## src/bat_pkg.sv

```systemverilog
// Shared types for the breakpoint address table: command and status codes,
// controller states and the control/status groups between controller and datapath.
// No dependencies.
package bat_pkg;

    // Command codes carried in s_tuser
    typedef enum logic [1:0] {
        CMD_ADD    = 2'd0,
        CMD_REMOVE = 2'd1,
        CMD_CHECK  = 2'd2,
        CMD_CLEAR  = 2'd3
    } cmd_t;

    // Result status codes
    typedef enum logic [1:0] {
        STS_DONE    = 2'd0,
        STS_FULL    = 2'd1,
        STS_PRESENT = 2'd2,
        STS_ABSENT  = 2'd3
    } status_t;

    // Controller states
    typedef enum logic [2:0] {
        S_IDLE,
        S_READ,
        S_COMP,
        S_DECIDE,
        S_SH_READ,
        S_SH_WRITE
    } state_t;

    // Commands from controller to datapath
    typedef struct packed {
        logic    load_in;
        logic    idx_inc;
        logic    set_found;
        logic    wr_append;
        logic    wr_shift;
        logic    cnt_inc;
        logic    cnt_dec;
        logic    cnt_clr;
        logic    out_load;
        status_t out_status;
    } ctrl_t;

    // Status from datapath to controller
    typedef struct packed {
        cmd_t in_cmd;
        cmd_t cmd;
        logic out_busy;
        logic match;
        logic last;
        logic full;
        logic count_zero;
        logic found;
    } stat_t;

endpackage

```

## src/breakpoint_address_table_top.sv

```systemverilog
// Breakpoint address table, top level. One item at a time.
// Clear, or any command on an empty table, goes straight to the result; other commands scan
// the entries in order, reading each from the RAM (registered read) and then comparing it, and
// the scan stops at the first match. After a remove, later entries move down before the result.
// The next item is accepted once the result has been taken.
// Reset (aresetn low, synchronous) empties the table and drops any pending result.
module breakpoint_address_table_top #(
    parameter int MAX_BREAKPOINTS = 16,
    parameter int ADDR_BITS       = 12
) (
    input  logic        aclk,
    input  logic        aresetn,
    input  logic        s_tvalid,
    output logic        s_tready,
    input  logic [15:0] s_tdata,   // [11:0] address, [15:12] zero
    input  logic [1:0]  s_tuser,   // [1:0] cmd
    output logic        m_tvalid,
    input  logic        m_tready,
    output logic [7:0]  m_tdata    // [1:0] status, [2] hit, [7:3] entry_count
);

    bat_pkg::ctrl_t ctrl;
    bat_pkg::stat_t stat;
    logic [1:0]     out_status;
    logic           out_hit;
    logic [4:0]     out_count;

    bat_ctrl u_ctrl (
        .aclk    (aclk),
        .aresetn (aresetn),
        .s_tvalid(s_tvalid),
        .s_tready(s_tready),
        .stat    (stat),
        .ctrl    (ctrl)
    );

    bat_dp #(
        .MAX_BREAKPOINTS(MAX_BREAKPOINTS),
        .ADDR_BITS      (ADDR_BITS)
    ) u_dp (
        .aclk      (aclk),
        .aresetn   (aresetn),
        .in_cmd    (s_tuser),
        .in_addr   (s_tdata[11:0]),
        .ctrl      (ctrl),
        .stat      (stat),
        .m_tvalid  (m_tvalid),
        .m_tready  (m_tready),
        .out_status(out_status),
        .out_hit   (out_hit),
        .out_count (out_count)
    );

    assign m_tdata = {out_count, out_hit, out_status};

endmodule

```

## src/bat_ram.sv

```systemverilog
// Generic single-write, single-read RAM with registered read data.
// No dependencies.
module bat_ram #(
    parameter int WIDTH = 12,
    parameter int DEPTH = 16
) (
    input  logic                                       aclk,
    input  logic                                       we,
    input  logic [((DEPTH > 1) ? $clog2(DEPTH) : 1)-1:0] waddr,
    input  logic [WIDTH-1:0]                           wdata,
    input  logic [((DEPTH > 1) ? $clog2(DEPTH) : 1)-1:0] raddr,
    output logic [WIDTH-1:0]                           rdata
);

    logic [WIDTH-1:0] mem [DEPTH];

    // Write port and registered read port
    always_ff @(posedge aclk) begin
        if (we) begin
            mem[waddr] <= wdata;
        end
        rdata <= mem[raddr];
    end

endmodule

```

## src/bat_ctrl.sv

```systemverilog
// Controller state machine of the breakpoint address table: sequences the
// entry scan, the add/remove decision and the shift-down after a remove.
// Depends on bat_pkg.
module bat_ctrl (
    input  logic           aclk,
    input  logic           aresetn,
    input  logic           s_tvalid,
    output logic           s_tready,
    input  bat_pkg::stat_t stat,
    output bat_pkg::ctrl_t ctrl
);

    bat_pkg::state_t state_reg;
    bat_pkg::state_t state_next;
    logic            accept;

    assign s_tready = (state_reg == bat_pkg::S_IDLE) && !stat.out_busy;
    assign accept   = s_tvalid && s_tready;

    // State register
    always_ff @(posedge aclk) begin
        if (!aresetn) begin
            state_reg <= bat_pkg::S_IDLE;
        end else begin
            state_reg <= state_next;
        end
    end

    // Next state
    always_comb begin
        state_next = state_reg;
        unique case (state_reg)
            bat_pkg::S_IDLE: begin
                if (accept) begin
                    if (stat.in_cmd == bat_pkg::CMD_CLEAR || stat.count_zero) begin
                        state_next = bat_pkg::S_DECIDE;
                    end else begin
                        state_next = bat_pkg::S_READ;
                    end
                end
            end
            bat_pkg::S_READ: begin
                state_next = bat_pkg::S_COMP;
            end
            bat_pkg::S_COMP: begin
                if (stat.match || stat.last) begin
                    state_next = bat_pkg::S_DECIDE;
                end else begin
                    state_next = bat_pkg::S_READ;
                end
            end
            bat_pkg::S_DECIDE: begin
                if (stat.cmd == bat_pkg::CMD_REMOVE && stat.found && !stat.last) begin
                    state_next = bat_pkg::S_SH_READ;
                end else begin
                    state_next = bat_pkg::S_IDLE;
                end
            end
            bat_pkg::S_SH_READ: begin
                state_next = bat_pkg::S_SH_WRITE;
            end
            bat_pkg::S_SH_WRITE: begin
                if (stat.last) begin
                    state_next = bat_pkg::S_IDLE;
                end else begin
                    state_next = bat_pkg::S_SH_READ;
                end
            end
            default: begin
                state_next = bat_pkg::S_IDLE;
            end
        endcase
    end

    // Datapath commands
    always_comb begin
        ctrl            = '0;
        ctrl.out_status = bat_pkg::STS_DONE;
        unique case (state_reg)
            bat_pkg::S_IDLE: begin
                ctrl.load_in = accept;
            end
            bat_pkg::S_READ: begin
                // read address is the scan index; data shows up in S_COMP
            end
            bat_pkg::S_COMP: begin
                if (stat.match) begin
                    ctrl.set_found = 1'b1;
                end else if (!stat.last) begin
                    ctrl.idx_inc = 1'b1;
                end
            end
            bat_pkg::S_DECIDE: begin
                ctrl.out_load = 1'b1;
                unique case (stat.cmd)
                    bat_pkg::CMD_ADD: begin
                        if (stat.full) begin
                            ctrl.out_status = bat_pkg::STS_FULL;
                        end else if (stat.found) begin
                            ctrl.out_status = bat_pkg::STS_PRESENT;
                        end else begin
                            ctrl.wr_append = 1'b1;
                            ctrl.cnt_inc   = 1'b1;
                        end
                    end
                    bat_pkg::CMD_REMOVE: begin
                        if (!stat.found) begin
                            ctrl.out_status = bat_pkg::STS_ABSENT;
                        end else if (stat.last) begin
                            ctrl.cnt_dec = 1'b1;
                        end else begin
                            // later entries move down first; result comes after
                            ctrl.out_load = 1'b0;
                            ctrl.idx_inc  = 1'b1;
                        end
                    end
                    bat_pkg::CMD_CHECK: begin
                    end
                    bat_pkg::CMD_CLEAR: begin
                        ctrl.cnt_clr = 1'b1;
                    end
                    default: begin
                    end
                endcase
            end
            bat_pkg::S_SH_READ: begin
            end
            bat_pkg::S_SH_WRITE: begin
                ctrl.wr_shift = 1'b1;
                if (stat.last) begin
                    ctrl.cnt_dec  = 1'b1;
                    ctrl.out_load = 1'b1;
                end else begin
                    ctrl.idx_inc = 1'b1;
                end
            end
            default: begin
            end
        endcase
    end

endmodule

```

## src/bat_dp.sv

```systemverilog
// Datapath of the breakpoint address table: entry RAM, scan index, entry
// count, input latch and result register.
// Depends on bat_pkg and bat_ram.
module bat_dp #(
    parameter int MAX_BREAKPOINTS = 16,
    parameter int ADDR_BITS       = 12
) (
    input  logic            aclk,
    input  logic            aresetn,
    input  logic [1:0]      in_cmd,
    input  logic [11:0]     in_addr,
    input  bat_pkg::ctrl_t  ctrl,
    output bat_pkg::stat_t  stat,
    output logic            m_tvalid,
    input  logic            m_tready,
    output logic [1:0]      out_status,
    output logic            out_hit,
    output logic [4:0]      out_count
);

    localparam int IDX_W = (MAX_BREAKPOINTS > 1) ? $clog2(MAX_BREAKPOINTS) : 1;
    localparam int CNT_W = $clog2(MAX_BREAKPOINTS + 1);

    bat_pkg::cmd_t      cmd_reg;
    logic [ADDR_BITS-1:0] addr_reg;
    logic [CNT_W-1:0]   idx_reg;
    logic [CNT_W-1:0]   idx_next;
    logic [CNT_W-1:0]   count_reg;
    logic [CNT_W-1:0]   count_next;
    logic               found_reg;
    logic               ovalid_reg;
    bat_pkg::status_t   ostatus_reg;
    logic               ohit_reg;
    logic [4:0]         ocount_reg;

    logic                 ram_we;
    logic [IDX_W-1:0]     ram_waddr;
    logic [ADDR_BITS-1:0] ram_wdata;
    logic [ADDR_BITS-1:0] ram_rdata;
    logic [CNT_W-1:0]     idx_plus1;
    logic [CNT_W-1:0]     idx_minus1;

    assign idx_plus1  = idx_reg + 1'b1;
    assign idx_minus1 = idx_reg - 1'b1;

    // Entry storage
    assign ram_we    = ctrl.wr_append || ctrl.wr_shift;
    assign ram_waddr = ctrl.wr_append ? count_reg[IDX_W-1:0] : idx_minus1[IDX_W-1:0];
    assign ram_wdata = ctrl.wr_append ? addr_reg : ram_rdata;

    bat_ram #(
        .WIDTH(ADDR_BITS),
        .DEPTH(MAX_BREAKPOINTS)
    ) u_ram (
        .aclk (aclk),
        .we   (ram_we),
        .waddr(ram_waddr),
        .wdata(ram_wdata),
        .raddr(idx_reg[IDX_W-1:0]),
        .rdata(ram_rdata)
    );

    // Scan index and entry count
    always_comb begin
        idx_next = idx_reg;
        if (ctrl.load_in) begin
            idx_next = '0;
        end else if (ctrl.idx_inc) begin
            idx_next = idx_plus1;
        end
    end

    always_comb begin
        count_next = count_reg;
        if (ctrl.cnt_clr) begin
            count_next = '0;
        end else if (ctrl.cnt_inc) begin
            count_next = count_reg + 1'b1;
        end else if (ctrl.cnt_dec) begin
            count_next = count_reg - 1'b1;
        end
    end

    // Control registers
    always_ff @(posedge aclk) begin
        if (!aresetn) begin
            count_reg  <= '0;
            ovalid_reg <= 1'b0;
        end else begin
            count_reg <= count_next;
            if (ctrl.out_load) begin
                ovalid_reg <= 1'b1;
            end else if (m_tready) begin
                ovalid_reg <= 1'b0;
            end
        end
    end

    // Item latch, scan state and result payload
    always_ff @(posedge aclk) begin
        idx_reg <= idx_next;
        if (ctrl.load_in) begin
            cmd_reg   <= bat_pkg::cmd_t'(in_cmd);
            addr_reg  <= ADDR_BITS'(in_addr);
            found_reg <= 1'b0;
        end else if (ctrl.set_found) begin
            found_reg <= 1'b1;
        end
        if (ctrl.out_load) begin
            ostatus_reg <= ctrl.out_status;
            ohit_reg    <= found_reg;
            ocount_reg  <= 5'(count_next);
        end
    end

    // Status toward the controller
    always_comb begin
        stat            = '0;
        stat.in_cmd     = bat_pkg::cmd_t'(in_cmd);
        stat.cmd        = cmd_reg;
        stat.out_busy   = ovalid_reg;
        stat.match      = (ram_rdata == addr_reg);
        stat.last       = (idx_plus1 == count_reg);
        stat.full       = (count_reg >= CNT_W'(MAX_BREAKPOINTS));
        stat.count_zero = (count_reg == '0);
        stat.found      = found_reg;
    end

    assign m_tvalid   = ovalid_reg;
    assign out_status = ostatus_reg;
    assign out_hit    = ohit_reg;
    assign out_count  = ocount_reg;

endmodule
```

## config.mk

```make
export PLATFORM = sky130hd
export DESIGN_NAME = breakpoint_address_table_top
export DESIGN_NICKNAME = d
export VERILOG_FILES = /design/src/bat_pkg.sv /design/src/breakpoint_address_table_top.sv /design/src/bat_ram.sv /design/src/bat_ctrl.sv /design/src/bat_dp.sv
export SDC_FILE = /design/constraint.sdc
export NUM_CORES = 1
export LEC_CHECK = 0
export BUFFER_PORTS_ARGS = -buffer_cell sky130_fd_sc_hd__clkbuf_2
export CAP_MARGIN = 5
export CORE_ASPECT_RATIO = 0.7
export CORE_MARGIN = 1
export CORE_UTILIZATION = 62
export CTS_BUF_LIST = sky130_fd_sc_hd__clkbuf_16
export DETAILED_ROUTE_END_ITERATION = 12
export PLACE_DENSITY = 0.84
export SLEW_MARGIN = 10
export SYNTH_ARGS = -nofsm -noshare
export SYNTH_HDL_FRONTEND = slang
export SYNTH_SLANG_ARGS = --single-unit
```

## constraint.sdc

```tcl
create_clock -name aclk -period 3.97 [get_ports aclk]
set_clock_uncertainty 0.2 [all_clocks]
set_input_delay 1.191 -clock aclk [delete_from_list [all_inputs] [get_ports aclk]]
set_output_delay 1.191 -clock aclk [all_outputs]
set_load 0.05 [all_outputs]
```

* After elaboration in Yosys (flattened, before gate mapping)
Memory sizes are Yosys's and may differ from the RTL's. A register that Yosys moved wholly into a read port is not among the register bits.
Cells that the tools add are included.
** Operators by class
- $add $sub $neg :: 4
- $lt $le $gt $ge :: 1
- Equality and inequality tests :: 11
- Multiplexer cells :: 41
- Reductions and logical operators :: 13
** Operators with widths (count)
- two-way mux 1 bit :: 23
- case mux 3 bit (6 select lines) :: 1
- two-way mux 5 bit :: 3
- == test 12 bit :: 1
- two-way mux 12 bit :: 1
- adder 5 x 1 -> 5 bit, second input constant :: 2
- two-way mux 2 bit :: 5
- two-way mux 3 bit :: 3
- == test 3 x 2 -> 1 bit, second input constant :: 2
- == test 3 bit, second input constant :: 2
- == test 5 bit :: 1
- greater-or-equal comparator 5 bit, second input constant :: 1
- logical NOT 5 bit :: 1
- subtractor 5 x 1 -> 5 bit, second input constant :: 1
- == test 2 bit, second input constant :: 2
- logical AND 1 bit :: 4
- two-way mux 4 bit :: 1
- case mux 1 bit (2 select lines) :: 2
- case mux 2 bit (2 select lines) :: 1
- subtractor 4 x 1 -> 4 bit, second input constant :: 1
- == test 3 x 1 -> 1 bit, second input constant :: 1
- logical NOT 3 bit :: 1
- logical OR 1 bit :: 3
- case mux 1 bit (3 select lines) :: 1
- 5 further kinds :: 6
** Storage, ports and cells
- Register bits after elaboration :: 37
- RAM bits :: 192
- Logic and storage cells :: 81
- Memories :: 1
** Memory list
- u_dp.u_ram.mem :: depth 16, bits a word 12, rd ports 1, clocked after Yosys merged registers in 1, write ports 1, RTL line bat_ram.sv:15 : logic [WIDTH-1:0] mem [DEPTH];

* Depth between registers and ports, before layout
Gate-level depths: netlist (run 1).
- Depth in word-level cells :: 9
- Mapped depth :: 9
- Mapped depth without buffers :: 7

* Hierarchy
From an unflattened synthesis (run 1), not the netlist that was laid out.
** Second synthesis, totals
- Cells, all modules :: 534
- Area total of the unflattened synthesis :: 9805.7 um^2
** By module, submodules not included
- bat_ram :: times used 1, cells an instance 329, area an instance 7599.8 um^2, sequential area each 6005.8 um^2
- bat_dp :: times used 1, cells an instance 158, area an instance 1841.8 um^2, sequential area each 900.9 um^2
- bat_ctrl :: times used 1, cells an instance 46, area an instance 356.6 um^2, sequential area each 60.1 um^2
- breakpoint_address_table_top :: times used 1, cells an instance 1, area an instance 7.5 um^2, sequential area each 0.0 um^2

* Worst setup path before layout (run 1)
Ideal clock, no wire load.
- Path kind :: register -> register
- From :: reg u_dp.ovalid_reg, in the netlist u_dp.m_tvalid
- To :: reg u_dp.idx_reg[1]
- Setup time :: 0.121 ns
- Data arrival time :: 3.241 ns
- Path slack :: 0.408 ns
- Stages on the path, launching flop included :: 6
- Path buffers :: 0
- Period minus slack after synthesis :: 3.562 ns
- Cell sequence :: dfxtp_1 nor4_1 nand2_1 inv_1 nor2_1 mux2_2
** RTL lines
- start, declared :: RTL line bat_dp.sv:31 : logic ovalid_reg;
- start signal, assigned :: RTL line bat_dp.sv:88 : ovalid_reg <= 1'b0;
- start signal, assigned :: RTL line bat_dp.sv:92 : ovalid_reg <= 1'b1;
- start signal, assigned :: RTL line bat_dp.sv:94 : ovalid_reg <= 1'b0;
- end signal, assigned :: RTL line bat_dp.sv:101 : idx_reg <= idx_next;
- end, declared :: RTL line bat_dp.sv:26 : logic [CNT_W-1:0] idx_reg;

* Worst setup path in the final report (run 1)
- From :: reg u_dp.cmd_reg[1]
- To :: mem u_dp.u_ram.mem[13][0] (enable)
** Between the ends
- Cells in the longest elaborated chain, start to end :: 6
- Elaborated cells between the ends (all ways) :: 7
- Those cells by class :: mux: 5; reduce/logical: 2
** Ends and longest elaborated chain
- start, declared :: RTL line bat_dp.sv:24 : bat_pkg::cmd_t cmd_reg;
- start signal, assigned :: RTL line bat_dp.sv:103 : cmd_reg <= bat_pkg::cmd_t'(in_cmd);
- logical NOT 2 bit * :: RTL line bat_ctrl.sv:95 : unique case (stat.cmd)
- two-way mux 1 bit * :: RTL line bat_ctrl.sv:95
- two-way mux 1 bit * :: RTL line bat_ctrl.sv:79 : unique case (state_reg)
- logical OR 1 bit :: RTL line bat_dp.sv:47 : assign ram_we = ctrl.wr_append || ctrl.wr_shift;
- two-way mux 1 bit :: RTL line bat_ram.sv:19 : if (we) begin
- two-way mux 1 bit (implied by the code) :: RTL line bat_ram.sv:20 : mem[waddr] <= wdata;
- end, declared :: RTL line bat_ram.sv:15
Every way passes the cells marked *; elsewhere a longest branch is shown, timed or not.

==> run_summary.xml, run 1 <==
<?xml version="1.0" encoding="UTF-8"?>
<metrics>
  <group name="drt">
    <metric name="totalWireLength" unit="µm">20600</metric>
    <metric name="drtPass1Iterations" unit="">5</metric>
    <metric name="routed_via_density" unit="">6.49</metric>
    <metric name="antenna_violating_nets_post_route" unit="">0</metric>
    <metric name="vias" unit="">5239</metric>
    <metric name="avgRoutedWirePerCell" unit="µm">25.6</metric>
    <metric name="detailedRoute.firstIterationViolations" unit="">559</metric>
    <metric name="drc_violations_left" unit="">0</metric>
  </group>
  <group name="synthesis">
    <metric name="yosysWarningCount" unit="">0</metric>
    <metric name="postSynthRegisterBits" unit="">241</metric>
    <metric name="yosys.area.top_type" unit="">edfxtp_1</metric>
    <metric name="synth_cell_types" unit="">59</metric>
    <metric name="synth-compound-area-share" unit="%">3.83</metric>
    <metric name="synth_top_flop_cell" unit="">edfxtp_1</metric>
    <metric name="netlist_top_cells_area" unit="">edfxtp_1, mux4_2, dfxtp_1</metric>
    <metric name="synth_xor_area_share" unit="%">1.86</metric>
    <metric name="synth-edff-count" unit="">214</metric>
    <metric name="synth_nets" unit="">572</metric>
    <metric name="yosys-mux-area-fraction" unit="%">15.0</metric>
    <metric name="synth_top_area_share" unit="%">65.1</metric>
    <metric name="syn_inst" unit="">545</metric>
    <metric name="part_of_the_yosys_area_used_for_sequential_elements" unit="%">70.5</metric>
    <metric name="synth_top_family_by_area" unit="">multiplexers</metric>
    <metric name="synth-simple-area-share" unit="%">6.35</metric>
    <metric name="synth_area_per_cell" unit="µm²">18.1</metric>
    <metric name="post_synth_instance_area" unit="µm²">9880</metric>
    <metric name="yosys.cell_count.top_type" unit="">edfxtp_1</metric>
    <metric name="synth-adder-area-share" unit="%">0.633</metric>
    <metric name="synthArstFlopShare" unit="%">0</metric>
    <metric name="synth_commonest_cells" unit="">edfxtp_1, mux4_2, nand2_1, nor2_1, dfxtp_1</metric>
  </group>
  <group name="worst_setup_path">
    <metric name="ff_to_ff_path_depth" unit="">4</metric>
    <metric name="worstPathArrival" unit="ns">3.18</metric>
    <metric name="setup.worst_path.start_class" unit="">flip-flop</metric>
    <metric name="reg2reg_slack" unit="ns">0.71</metric>
    <metric name="cp-end-kind" unit="">flip-flop</metric>
    <metric name="timing.critical_path.required" unit="ns">3.89</metric>
    <metric name="reg2reg_to" unit="">u_dp.u_ram.mem[13][0]</metric>
    <metric name="worst-path-max-fanout" unit="">12</metric>
    <metric name="crit-reg2reg-launch" unit="">u_dp.cmd_reg[1]</metric>
    <metric name="setup.worst_path.class" unit="">flip-flop to flip-flop</metric>
  </group>
  <group name="sta">
    <metric name="timing_worst_slew_pin_value" unit="ns">1.23</metric>
    <metric name="period_minus_slack" unit="ns">3.26</metric>
    <metric name="worst_case_headroom_to_the_max_slew_limit" unit="%">17.7</metric>
    <metric name="maxClockFrequency" unit="GHz">0.306</metric>
    <metric name="slew_viol_final" unit="">0</metric>
    <metric name="setup_tns" unit="ns">0</metric>
    <metric name="finalCritPeriodShare" unit="%">82.2</metric>
    <metric name="timing.final.setup_violations" unit="">0</metric>
    <metric name="rsz0062_at_grt" unit="">false</metric>
    <metric name="timing.final.hold_violations" unit="">0</metric>
  </group>
  <group name="worst_hold_path">
    <metric name="min_delay_path_depth" unit="">1</metric>
    <metric name="hold_path_startpoint" unit="">u_dp.idx_reg[4]</metric>
    <metric name="classification_of_the_worst_slack_hold_path" unit="">flip-flop to flip-flop</metric>
    <metric name="timing.hold.worst_endpoint" unit="">u_dp.idx_reg[4]</metric>
  </group>
  <group name="power">
    <metric name="power.leakage" unit="µW">0.00376</metric>
    <metric name="max-vdd-ir-drop" unit="mV">0.425</metric>
    <metric name="p_total" unit="µW">7070</metric>
    <metric name="powerDensity" unit="nW/µm²">638</metric>
  </group>
  <group name="cts">
    <metric name="tritoncts" unit="">built</metric>
    <metric name="clk_transition_reported_paths" unit="ns">0.06</metric>
    <metric name="number_of_h_tree_levels" unit="">1</metric>
    <metric name="post_cts.repair.setup_buffers" unit="">0</metric>
    <metric name="post_cts_hold_buffer_count" unit="">0</metric>
    <metric name="cts_buffer_depth" unit="">3</metric>
    <metric name="buffer_cell_driving_the_clock_tree_root" unit="">clkbuf_16</metric>
    <metric name="insertion_delay" unit="ns">0.51</metric>
    <metric name="numClockSinks" unit="">241</metric>
    <metric name="cts-resized-gates" unit="">0</metric>
    <metric name="numCtsBuffers" unit="">23</metric>
  </group>
  <group name="floorplanning">
    <metric name="die-width" unit="µm">153</metric>
    <metric name="initial_core_util" unit="%">63.5</metric>
    <metric name="design.core.area" unit="µm²">15500</metric>
    <metric name="die_area" unit="µm²">16400</metric>
    <metric name="fp.dieH" unit="µm">108</metric>
    <metric name="ios" unit="">32</metric>
    <metric name="placementRows" unit="">38</metric>
  </group>
  <group name="status">
    <metric name="outcome" unit="">finished, final reports clean</metric>
  </group>
  <group name="cells_and_area">
    <metric name="antennaDiodeCount" unit="">0</metric>
    <metric name="final_nets" unit="">619</metric>
    <metric name="syn2layout_area_growth" unit="%">12.1</metric>
    <metric name="share_of_layout_cells_above_drive_strength_1" unit="%">27.3</metric>
    <metric name="largest_register_ffs" unit="">192</metric>
  </group>
  <group name="global_route">
    <metric name="grt_util_overall" unit="%">26.3</metric>
    <metric name="global_route.overflow_total" unit="">0</metric>
    <metric name="grt_first_pass_wirelength" unit="µm">31300</metric>
    <metric name="maximum_number_of_pins_on_one_net_before_global_route_repair" unit="">29</metric>
    <metric name="grt_pass1_vias" unit="">5219</metric>
    <metric name="antenna_found_initial" unit="">0</metric>
  </group>
  <group name="place">
    <metric name="dp_hpwl" unit="µm">13000</metric>
    <metric name="routabilityCongestion" unit="">0.828</metric>
    <metric name="io_buffers" unit="">27</metric>
  </group>
  <group name="job">
    <metric name="max_cap_violations" unit="">0</metric>
  </group>
</metrics>
## cells in the final DEF, fill, tap and decap left out, types with 3 or more instances in the layout
master and n:
edfxtp_1 214, mux4_2 60, nand2_1 56, nor2_1 27, clkbuf_2 27, dfxtp_1 25
clkbuf_16 23, buf_4 23, xor2_1 17, mux2i_1 12, inv_1 11, o21ai_0 5
nor3_1 5, ha_1 5, clkinv_2 5, xnor2_1 4, nand4_1 4, a21oi_1 4
nor4_1 4, clkinv_1 4, bufinv_16 4, nand3b_1 3, a22oi_1 3, a211o_1 3
a31oi_1 3, nor2_2 3, nand3_1 3, o211ai_1 3
## power breakdown
group	internal [µW]	leakage [µW]	switching [µW]	total, µW
Sequential	3200	0.00216	138	3340
Combinational	592	0.00122	911	1500
Clock	1320	0.000377	910	2230
## worst max-delay path, cell delays in order (launching register included)
cell	delay (ns)
edfxtp_1	0.51
nand4bb_4	0.32
nor4_4	0.53
a32oi_1	0.32
nor2_1	0.99
## layout make-up
| cell class | instances | area (µm²) |
|---|---|---|
| fill | 941 | 4470 |
| timing repair buffer | 50 | 308 |
| tap | 200 | 250 |
| clock buffer | 23 | 576 |
| clock inverter | 17 | 190 |
| inverter | 10 | 37.5 |
| multi-input combinational | 266 | 2740 |
| sequential | 241 | 6970 |
## logic make-up after synthesis
kind of cell | count (synthesis)
fa+ha+maj | 5
compound gates | 42
mux | 73
simple gates | 125
buf+inv | 38
flops | 241
xor+xnor | 21
## per-stage QoR
stage	setup slack, ns	hold slack, ns	cell area, µm²	std cells	util [%]
2_1_floorplan	0.408	0.248	9880	545	-
6_report	0.706	0.306	11100	807	71.2
5_1_grt	0.537	0.347	11100	807	71.2
4_1_cts	0.615	0.304	11100	807	71.2
3_5_place_dp	0.673	0.290	10300	767	66.3
3_3_place_gp	0.771	0.277	10300	767	66.3
## worst max path at each step
| stage | from | to | slack [ns] | cells past startpoint |
|---|---|---|---|---|
| 6_report | u_dp.cmd_reg[1] | u_dp.u_ram.mem[13][0] | 0.71 | 4 |
| 3_5_place_dp | u_dp.cmd_reg[1] | u_dp.u_ram.mem[15][5] | 0.67 | 5 |
| 3_3_place_gp | u_dp.cmd_reg[1] | u_dp.u_ram.mem[15][5] | 0.77 | 5 |
| 4_1_cts | u_dp.cmd_reg[1] | u_dp.u_ram.mem[15][5] | 0.62 | 5 |
| 2_1_floorplan | u_dp.m_tvalid | u_dp.idx_reg[1] | 0.41 | 5 |
| 5_1_grt | u_dp.idx_reg[2] | u_dp.out_count[0] | 0.54 | 6 |
## per-layer routing
layer	GRT usage [%]	up-vias	part of all wire, %
met2	40.9	253	47
met1	38.4	2699	43
met5	0	-	0
met3	6.08	30	9.1
met4	5.99	0	1.6
li1	-	2257	-
Power figures use the tool's default switching activity.
==> run 2: changes to the inputs <==
--- a/config.mk
+++ b/config.mk
@@ -5,6 +5,7 @@
 export SDC_FILE = /design/constraint.sdc
 export NUM_CORES = 1
 export LEC_CHECK = 0
+export ABC_AREA = 1
 export BUFFER_PORTS_ARGS = -buffer_cell sky130_fd_sc_hd__clkbuf_2
 export CAP_MARGIN = 5
 export CORE_ASPECT_RATIO = 0.7
==> constraint.sdc (replaced) <==
create_clock -name aclk -period 3.2 [get_ports aclk]
set_clock_uncertainty 0.2 [all_clocks]
set_input_delay 0.96 -clock aclk [delete_from_list [all_inputs] [get_ports aclk]]
set_output_delay 0.96 -clock aclk [all_outputs]
set_load 0.05 [all_outputs]
==> run 2 against run 1 <==
Effect of this change: the flow now finishes with violations (DRC); routed wire length up 10%; first-iteration DRC count increased by 93%; utilization down 0.27 points; design area is 0.69% lower; combinational power increased by 89%; register-to-register slack worse by 0.32 ns; critical path depth up 4; worst setup slack lost 0.32 ns.
==> run_summary.xml, run 2 <==
<?xml version="1.0" encoding="UTF-8"?>
<metrics>
  <group name="status">
    <metric name="outcome" unit="">finished with violations</metric>
    <metric name="failed_checks" unit="">DRC</metric>
  </group>
  <group name="cells_and_area">
    <metric name="final-seq-area" unit="µm²">6970</metric>
    <metric name="antennaDiodeCount" unit="">0</metric>
    <metric name="largest_register_ffs" unit="">192</metric>
    <metric name="syn2layout_area_growth" unit="%">11.6</metric>
    <metric name="final_core_utilization" unit="%">71.0</metric>
    <metric name="final_nets" unit="">910</metric>
    <metric name="most_common_library_cell_in_the_layout_ignoring_fill_and_taps" unit="">edfxtp_1</metric>
    <metric name="multiInputGateArea" unit="µm²">2520</metric>
    <metric name="share_of_layout_cells_above_drive_strength_1" unit="%">13.0</metric>
    <metric name="n_fill_cell" unit="">1010</metric>
    <metric name="leading_cell_types_in_the_layout_fill_and_taps_excluded" unit="">edfxtp_1, nor2_1, o21ai_0</metric>
  </group>
  <group name="worst_hold_path">
    <metric name="timing.hold.worst_endpoint" unit="">u_ctrl.state_reg[0]</metric>
    <metric name="hold_path_startpoint" unit="">u_ctrl.state_reg[0]</metric>
    <metric name="min_delay_path_depth" unit="">1</metric>
    <metric name="classification_of_the_worst_slack_hold_path" unit="">flip-flop to flip-flop</metric>
  </group>
  <group name="drt">
    <metric name="detailedRoute.firstIterationViolations" unit="">1080</metric>
    <metric name="vias" unit="">6802</metric>
    <metric name="routed_via_density" unit="">6.19</metric>
    <metric name="antenna_violating_nets_post_route" unit="">0</metric>
    <metric name="drc_violations_left" unit="">1</metric>
    <metric name="avgRoutedWirePerCell" unit="µm">20.7</metric>
    <metric name="totalWireLength" unit="µm">22700</metric>
    <metric name="drtPass1Iterations" unit="">9</metric>
  </group>
  <group name="cts">
    <metric name="insertion_delay" unit="ns">0.52</metric>
    <metric name="number_of_h_tree_levels" unit="">1</metric>
    <metric name="numClockSinks" unit="">241</metric>
    <metric name="post_cts.repair.setup_buffers" unit="">0</metric>
    <metric name="buffer_cell_driving_the_clock_tree_root" unit="">clkbuf_16</metric>
    <metric name="tritoncts" unit="">built</metric>
    <metric name="numCtsBuffers" unit="">22</metric>
    <metric name="post_cts_hold_buffer_count" unit="">0</metric>
    <metric name="cts-resized-gates" unit="">0</metric>
    <metric name="cts_buffer_depth" unit="">3</metric>
    <metric name="clk_transition_reported_paths" unit="ns">0.07</metric>
  </group>
  <group name="synthesis">
    <metric name="synth-simple-area-share" unit="%">12.4</metric>
    <metric name="part_of_the_yosys_area_used_for_sequential_elements" unit="%">70.7</metric>
    <metric name="synth_top_area_share" unit="%">65.2</metric>
    <metric name="synth-edff-count" unit="">214</metric>
    <metric name="synth_xor_area_share" unit="%">1.07</metric>
    <metric name="post_synth_instance_area" unit="µm²">9860</metric>
    <metric name="synth_top_flop_cell" unit="">edfxtp_1</metric>
    <metric name="synth_nets" unit="">870</metric>
    <metric name="synth_top_family_by_area" unit="">simple AND/OR/NAND/NOR gates</metric>
    <metric name="synth-adder-area-share" unit="%">0.635</metric>
    <metric name="postSynthRegisterBits" unit="">241</metric>
    <metric name="synthArstFlopShare" unit="%">0</metric>
    <metric name="synth_area_per_cell" unit="µm²">11.7</metric>
    <metric name="yosys-mux-area-fraction" unit="%">0</metric>
    <metric name="yosys.cell_count.top_type" unit="">edfxtp_1</metric>
    <metric name="synth-compound-area-share" unit="%">11.6</metric>
    <metric name="netlist_top_cells_area" unit="">edfxtp_1, o21ai_0, nor2_1</metric>
    <metric name="yosysWarningCount" unit="">0</metric>
    <metric name="synth_cell_types" unit="">35</metric>
    <metric name="synth_commonest_cells" unit="">edfxtp_1, nor2_1, o21ai_0, nand2_1, o22ai_1</metric>
    <metric name="yosys.area.top_type" unit="">edfxtp_1</metric>
    <metric name="syn_inst" unit="">843</metric>
  </group>
  <group name="global_route">
    <metric name="antenna_found_initial" unit="">0</metric>
    <metric name="global_route.overflow_total" unit="">0</metric>
    <metric name="grt_first_pass_wirelength" unit="µm">34900</metric>
    <metric name="grt_util_overall" unit="%">28.4</metric>
    <metric name="grt_pass1_vias" unit="">6251</metric>
    <metric name="maximum_number_of_pins_on_one_net_before_global_route_repair" unit="">56</metric>
  </group>
  <group name="sta">
    <metric name="timing.final.hold_violations" unit="">0</metric>
    <metric name="period_minus_slack" unit="ns">2.82</metric>
    <metric name="timing.final.setup_violations" unit="">0</metric>
    <metric name="timing_worst_slew_pin_value" unit="ns">0.781</metric>
    <metric name="slew_viol_final" unit="">0</metric>
    <metric name="setup_tns" unit="ns">0</metric>
    <metric name="finalCritPeriodShare" unit="%">88.1</metric>
    <metric name="rsz0062_at_grt" unit="">false</metric>
    <metric name="worst_case_headroom_to_the_max_slew_limit" unit="%">47.9</metric>
    <metric name="maxClockFrequency" unit="GHz">0.355</metric>
  </group>
  <group name="worst_setup_path">
    <metric name="setup.worst_path.class" unit="">flip-flop to flip-flop</metric>
    <metric name="setup.worst_path.start" unit="">u_dp.cmd_reg[0]</metric>
    <metric name="worstPathArrival" unit="ns">2.82</metric>
    <metric name="worst-path-max-fanout" unit="">15</metric>
    <metric name="ff_to_ff_path_depth" unit="">8</metric>
    <metric name="reg2reg_to" unit="">u_dp.u_ram.mem[4][4]</metric>
    <metric name="cp-end-kind" unit="">flip-flop</metric>
    <metric name="crit-reg2reg-launch" unit="">u_dp.cmd_reg[0]</metric>
    <metric name="timing.critical_path.required" unit="ns">3.20</metric>
    <metric name="reg2reg_slack" unit="ns">0.38</metric>
    <metric name="setup.worst_path.start_class" unit="">flip-flop</metric>
  </group>
  <group name="floorplanning">
    <metric name="design.core.area" unit="µm²">15500</metric>
    <metric name="initial_core_util" unit="%">63.6</metric>
    <metric name="die_area" unit="µm²">16400</metric>
    <metric name="fp.dieH" unit="µm">107</metric>
    <metric name="ios" unit="">32</metric>
    <metric name="die-width" unit="µm">153</metric>
    <metric name="placementRows" unit="">38</metric>
  </group>
  <group name="job">
    <metric name="max_cap_violations" unit="">0</metric>
  </group>
  <group name="place">
    <metric name="io_buffers" unit="">27</metric>
    <metric name="routabilityCongestion" unit="">0.878</metric>
    <metric name="dp_hpwl" unit="µm">14100</metric>
  </group>
  <group name="power">
    <metric name="power.leakage" unit="µW">0.00395</metric>
    <metric name="max-vdd-ir-drop" unit="mV">0.667</metric>
    <metric name="powerDensity" unit="nW/µm²">869</metric>
    <metric name="p_total" unit="µW">9560</metric>
  </group>
</metrics>
run 2: cell count changes after synthesis, moves of 21 or more:
cell,before,now
inv_1,10,36
nand2_1,56,79
o22ai_1,0,58
clkbuf_1,9,30
o21ai_0,5,126
nand3_1,3,29
nor2_1,30,157
mux4_2,60,0
run 2: area by class of cell:
cell class,instances,area share (%)
clock buffer,23,5.23
inverter,41,1.44
clock inverter,17,1.17
tap,200,2.28
timing repair buffer,61,3.55
multi-input combinational,516,23.0
sequential,241,63.4
run 2: worst max-delay path by stage:
stage                                        to  slack, ns  depth (start not counted)
final                      u_dp.u_ram.mem[4][4]       0.38                          8
after global routing       u_dp.u_ram.mem[6][8]       0.16                          9
after CTS                  u_dp.u_ram.mem[4][4]       0.46                          9
after detailed placement   u_dp.u_ram.mem[4][8]       0.48                          8
after global placement     u_dp.u_ram.mem[4][8]       0.59                          8
after floorplan           u_dp.u_ram.mem[10][0]       0.23                          9
run 2: per-layer routing:
layer | global-route usage [%] | routed length (µm) | vias to the layer above
li1 | - | - | 3092
met1 | 42.1 | 9460 | 3211
met2 | 42.9 | 10000 | 449
met3 | 4.59 | 2630 | 50
met4 | 10.0 | 600 | 0
met5 | 0 | 0 | -
run 2: where the power goes:
part	leakage, µW	total, µW	switching [µW]	internal (µW)
logic	0.00143	2840	2070	769
clock network	0.000368	2550	1090	1460
registers	0.00216	4160	147	4010
total	0.00395	9560	3310	6240
run 2: per-stage QoR:
step	hold slack (ns)	cells	cell area [µm²]	setup slack, ns
finish	0.268	1099	11000	0.382
global route	0.305	1099	11000	0.161
CTS	0.280	1099	11000	0.457
detailed placement	0.265	1059	10300	0.484
global placement	0.245	1059	10300	0.588
floorplan	0.226	843	9860	0.234
run 2: worst max-delay path: stages (launching register included):
cell      delay [ns]
edfxtp_1        0.43
nor2_1          0.25
nand3_2         0.24
inv_2           0.29
o21ai_0         0.22
inv_1           0.13
nand3_1         0.18
nor2_1          0.29
buf_4           0.27
run 2: cell families after synthesis:
group / Yosys count
adder cells (fa/ha/maj): 5
AO/OA/AOI/OAI: 209
flip-flops: 241
AND/OR/NAND/NOR: 290
XOR/XNOR: 12
buffers and inverters: 86
==> run 3: changes to the inputs <==
--- a/config.mk
+++ b/config.mk
@@ -14,6 +14,7 @@
 export CTS_BUF_LIST = sky130_fd_sc_hd__clkbuf_16
 export DETAILED_ROUTE_END_ITERATION = 12
 export PLACE_DENSITY = 0.84
+export SETUP_SLACK_MARGIN = 0.5
 export SLEW_MARGIN = 10
 export SYNTH_ARGS = -nofsm -noshare
 export SYNTH_HDL_FRONTEND = slang
==> run 3 against run 2 <==
Effect of this change: the run now ends clean; flip-flop and latch count stayed put; power fell by 0.21%; utilization is 0.83 points higher; sequential share of layout area down 0.75 points; non-clock buffer count grew 1.
==> run_summary.xml, run 3 (synthesized netlist as in run 2, its figures left out) <==
<?xml version="1.0" encoding="UTF-8"?>
<metrics>
  <group name="sta">
    <metric name="worst_case_headroom_to_the_max_slew_limit" unit="%">48.3</metric>
    <metric name="finalCritPeriodShare" unit="%">82.0</metric>
    <metric name="timing.final.hold_violations" unit="">0</metric>
    <metric name="slew_viol_final" unit="">0</metric>
    <metric name="timing_worst_slew_pin_value" unit="ns">0.775</metric>
    <metric name="timing.final.ws_setup" unit="ns">0.577</metric>
    <metric name="setup_tns" unit="ns">0</metric>
    <metric name="rsz0062_at_grt" unit="">false</metric>
    <metric name="maxClockFrequency" unit="GHz">0.381</metric>
    <metric name="timing.final.setup_violations" unit="">0</metric>
    <metric name="period_minus_slack" unit="ns">2.62</metric>
  </group>
  <group name="floorplanning">
    <metric name="ios" unit="">32</metric>
    <metric name="design.core.area" unit="µm²">15500</metric>
    <metric name="initial_core_util" unit="%">63.6</metric>
    <metric name="placementRows" unit="">38</metric>
    <metric name="fp.dieH" unit="µm">107</metric>
    <metric name="die_area" unit="µm²">16400</metric>
    <metric name="die-width" unit="µm">153</metric>
  </group>
  <group name="worst_setup_path">
    <metric name="worstSetupEndpoint" unit="">s_tready</metric>
    <metric name="path_cells" unit="">inv_1, nand2_1, nor2_1, buf_6</metric>
    <metric name="crit_slowest_cell" unit="">dfxtp_1</metric>
    <metric name="timing.critical_path.required" unit="ns">2.04</metric>
    <metric name="critical-path-max-stage-delay" unit="ns">0.34</metric>
    <metric name="worstPathArrival" unit="ns">1.46</metric>
    <metric name="reg2reg_to" unit="">u_dp.u_ram.mem[8][8]</metric>
    <metric name="ff_to_ff_path_depth" unit="">9</metric>
    <metric name="setup.worst_path.start" unit="">u_ctrl.state_reg[0]</metric>
    <metric name="setup.worst_path.start_class" unit="">flip-flop</metric>
    <metric name="setup.worst_path.class" unit="">flip-flop to output port</metric>
    <metric name="cp-end-kind" unit="">output port</metric>
    <metric name="crit-reg2reg-launch" unit="">u_ctrl.state_reg[0]</metric>
    <metric name="reg2reg_slack" unit="ns">0.62</metric>
    <metric name="worst-path-max-fanout" unit="">4</metric>
  </group>
  <group name="cts">
    <metric name="post_cts_hold_buffer_count" unit="">0</metric>
    <metric name="buffer_cell_driving_the_clock_tree_root" unit="">clkbuf_16</metric>
    <metric name="numCtsBuffers" unit="">22</metric>
    <metric name="tritoncts" unit="">built</metric>
    <metric name="clk_transition_reported_paths" unit="ns">0.06</metric>
    <metric name="cts_buffer_depth" unit="">3</metric>
    <metric name="numClockSinks" unit="">241</metric>
    <metric name="insertion_delay" unit="ns">0.51</metric>
    <metric name="number_of_h_tree_levels" unit="">1</metric>
  </group>
  <group name="worst_hold_path">
    <metric name="classification_of_the_worst_slack_hold_path" unit="">flip-flop to flip-flop</metric>
  </group>
  <group name="global_route">
    <metric name="maximum_number_of_pins_on_one_net_before_global_route_repair" unit="">77</metric>
    <metric name="grt_pass1_vias" unit="">6253</metric>
    <metric name="antenna_found_initial" unit="">0</metric>
    <metric name="global_route.overflow_total" unit="">0</metric>
    <metric name="grt_util_overall" unit="%">27.2</metric>
    <metric name="grt_first_pass_wirelength" unit="µm">33800</metric>
  </group>
  <group name="cells_and_area">
    <metric name="final_nets" unit="">911</metric>
    <metric name="share_of_layout_cells_above_drive_strength_1" unit="%">14.9</metric>
    <metric name="n_fill_cell" unit="">960</metric>
    <metric name="most_common_library_cell_in_the_layout_ignoring_fill_and_taps" unit="">edfxtp_1</metric>
    <metric name="final-seq-area" unit="µm²">6970</metric>
    <metric name="largest_register_ffs" unit="">192</metric>
    <metric name="leading_cell_types_in_the_layout_fill_and_taps_excluded" unit="">edfxtp_1, nor2_1, o21ai_0</metric>
    <metric name="antennaDiodeCount" unit="">0</metric>
    <metric name="syn2layout_area_growth" unit="%">12.9</metric>
    <metric name="multiInputGateArea" unit="µm²">2610</metric>
  </group>
  <group name="status">
    <metric name="outcome" unit="">finished, final reports clean</metric>
  </group>
  <group name="drt">
    <metric name="vias" unit="">6693</metric>
    <metric name="antenna_violating_nets_post_route" unit="">0</metric>
    <metric name="routed_via_density" unit="">6.08</metric>
    <metric name="totalWireLength" unit="µm">21800</metric>
    <metric name="drc_violations_left" unit="">0</metric>
    <metric name="detailedRoute.firstIterationViolations" unit="">797</metric>
    <metric name="drtPass1Iterations" unit="">6</metric>
    <metric name="avgRoutedWirePerCell" unit="µm">19.8</metric>
  </group>
  <group name="power">
    <metric name="power.leakage" unit="µW">0.00396</metric>
    <metric name="combPwrFrac" unit="%">30.0</metric>
    <metric name="net-switching-power" unit="µW">3290</metric>
    <metric name="p_total" unit="µW">9540</metric>
    <metric name="max-vdd-ir-drop" unit="mV">0.878</metric>
    <metric name="clkPwrFrac" unit="%">26.4</metric>
    <metric name="power.internal" unit="µW">6240</metric>
    <metric name="switching_share_of_power" unit="%">34.5</metric>
    <metric name="powerDensity" unit="nW/µm²">857</metric>
    <metric name="seq_power_share" unit="%">43.6</metric>
  </group>
  <group name="place">
    <metric name="io_buffers" unit="">27</metric>
    <metric name="dp_hpwl" unit="µm">13500</metric>
    <metric name="routabilityCongestion" unit="">0.866</metric>
    <metric name="pre_cts_ws" unit="ns">0.424</metric>
  </group>
  <group name="job">
    <metric name="max_cap_violations" unit="">0</metric>
  </group>
</metrics>
==> run 3: cell count changes in the layout (fill, tap and decap cells not counted), sizes merged <==
cell,delta
buf,+2
clkbuf,-2
inv,+1
==> run 3: how the worst min path moves through the flow <==
stage / from / end / slack, ns / depth (start not counted)
detailed placement: u_ctrl.state_reg[0] / u_ctrl.state_reg[0] / 0.26 / 1
finish: u_ctrl.state_reg[0] / u_ctrl.state_reg[0] / 0.28 / 1
global placement: u_ctrl.state_reg[0] / u_ctrl.state_reg[0] / 0.25 / 1
floorplan: u_ctrl.state_reg[0] / u_ctrl.state_reg[0] / 0.23 / 1
global route: u_ctrl.state_reg[0] / u_ctrl.state_reg[0] / 0.32 / 1
CTS: u_ctrl.state_reg[0] / u_ctrl.state_reg[0] / 0.27 / 1
==> run 3: cell type report <==
class	instances	area share, %
inverters	41	1.45
clock inverters	18	1.27
flip-flops and latches	241	62.6
well taps	200	2.25
repair buffers	62	4.00
clock buffers	22	4.95
multi-input cells	516	23.5
==> run 3: what timing repair did <==
| item | 4_1_cts | 5_1_grt |
|---|---|---|
| resized for setup | 2 | 10 |
| setup buffers | 0 | 3 |
| setup endpoints to repair | 54 | 197 |
| pin swaps | 1 | 3 |
==> run 3: worst max-delay path, delay by kind of cell (launching register included) <==
kind,cells,cell delay (ns)
simple gates,2,0.28
buf+inv,2,0.34
flops,1,0.34
==> run 3: through the flow <==
| step | cells | utilization [%] | area, µm² | hold slack (ns) |
|---|---|---|---|---|
| after floorplan | 843 | - | 9920 | 0.226 |
| after global placement | 1057 | 66.8 | 10300 | 0.248 |
| after detailed placement | 1057 | 66.8 | 10300 | 0.257 |
| after CTS | 1097 | 71.3 | 11000 | 0.269 |
| after global routing | 1100 | 71.8 | 11100 | 0.316 |
| final | 1100 | 71.8 | 11100 | 0.276 |
==> run 3: routing by layer <==
layer / track usage [%] / vias up / wire length, µm
li1: - / 3106 / -
met1: 40.4 / 3174 / 9000
met2: 42.2 / 357 / 10000
met3: 3.54 / 56 / 2180
met4: 8.66 / 0 / 570
met5: 0 / - / 0
==> run 3: power by group through the flow <==
stage / clock, µW / combinational [µW] / sequential, µW
floorplan: 0 / 1990 / 4170
global placement: 0 / 2650 / 4200
detailed placement: 0 / 2750 / 4210
CTS: 2520 / 2790 / 4150
global route: 2650 / 3160 / 4170
finish: 2510 / 2870 / 4160
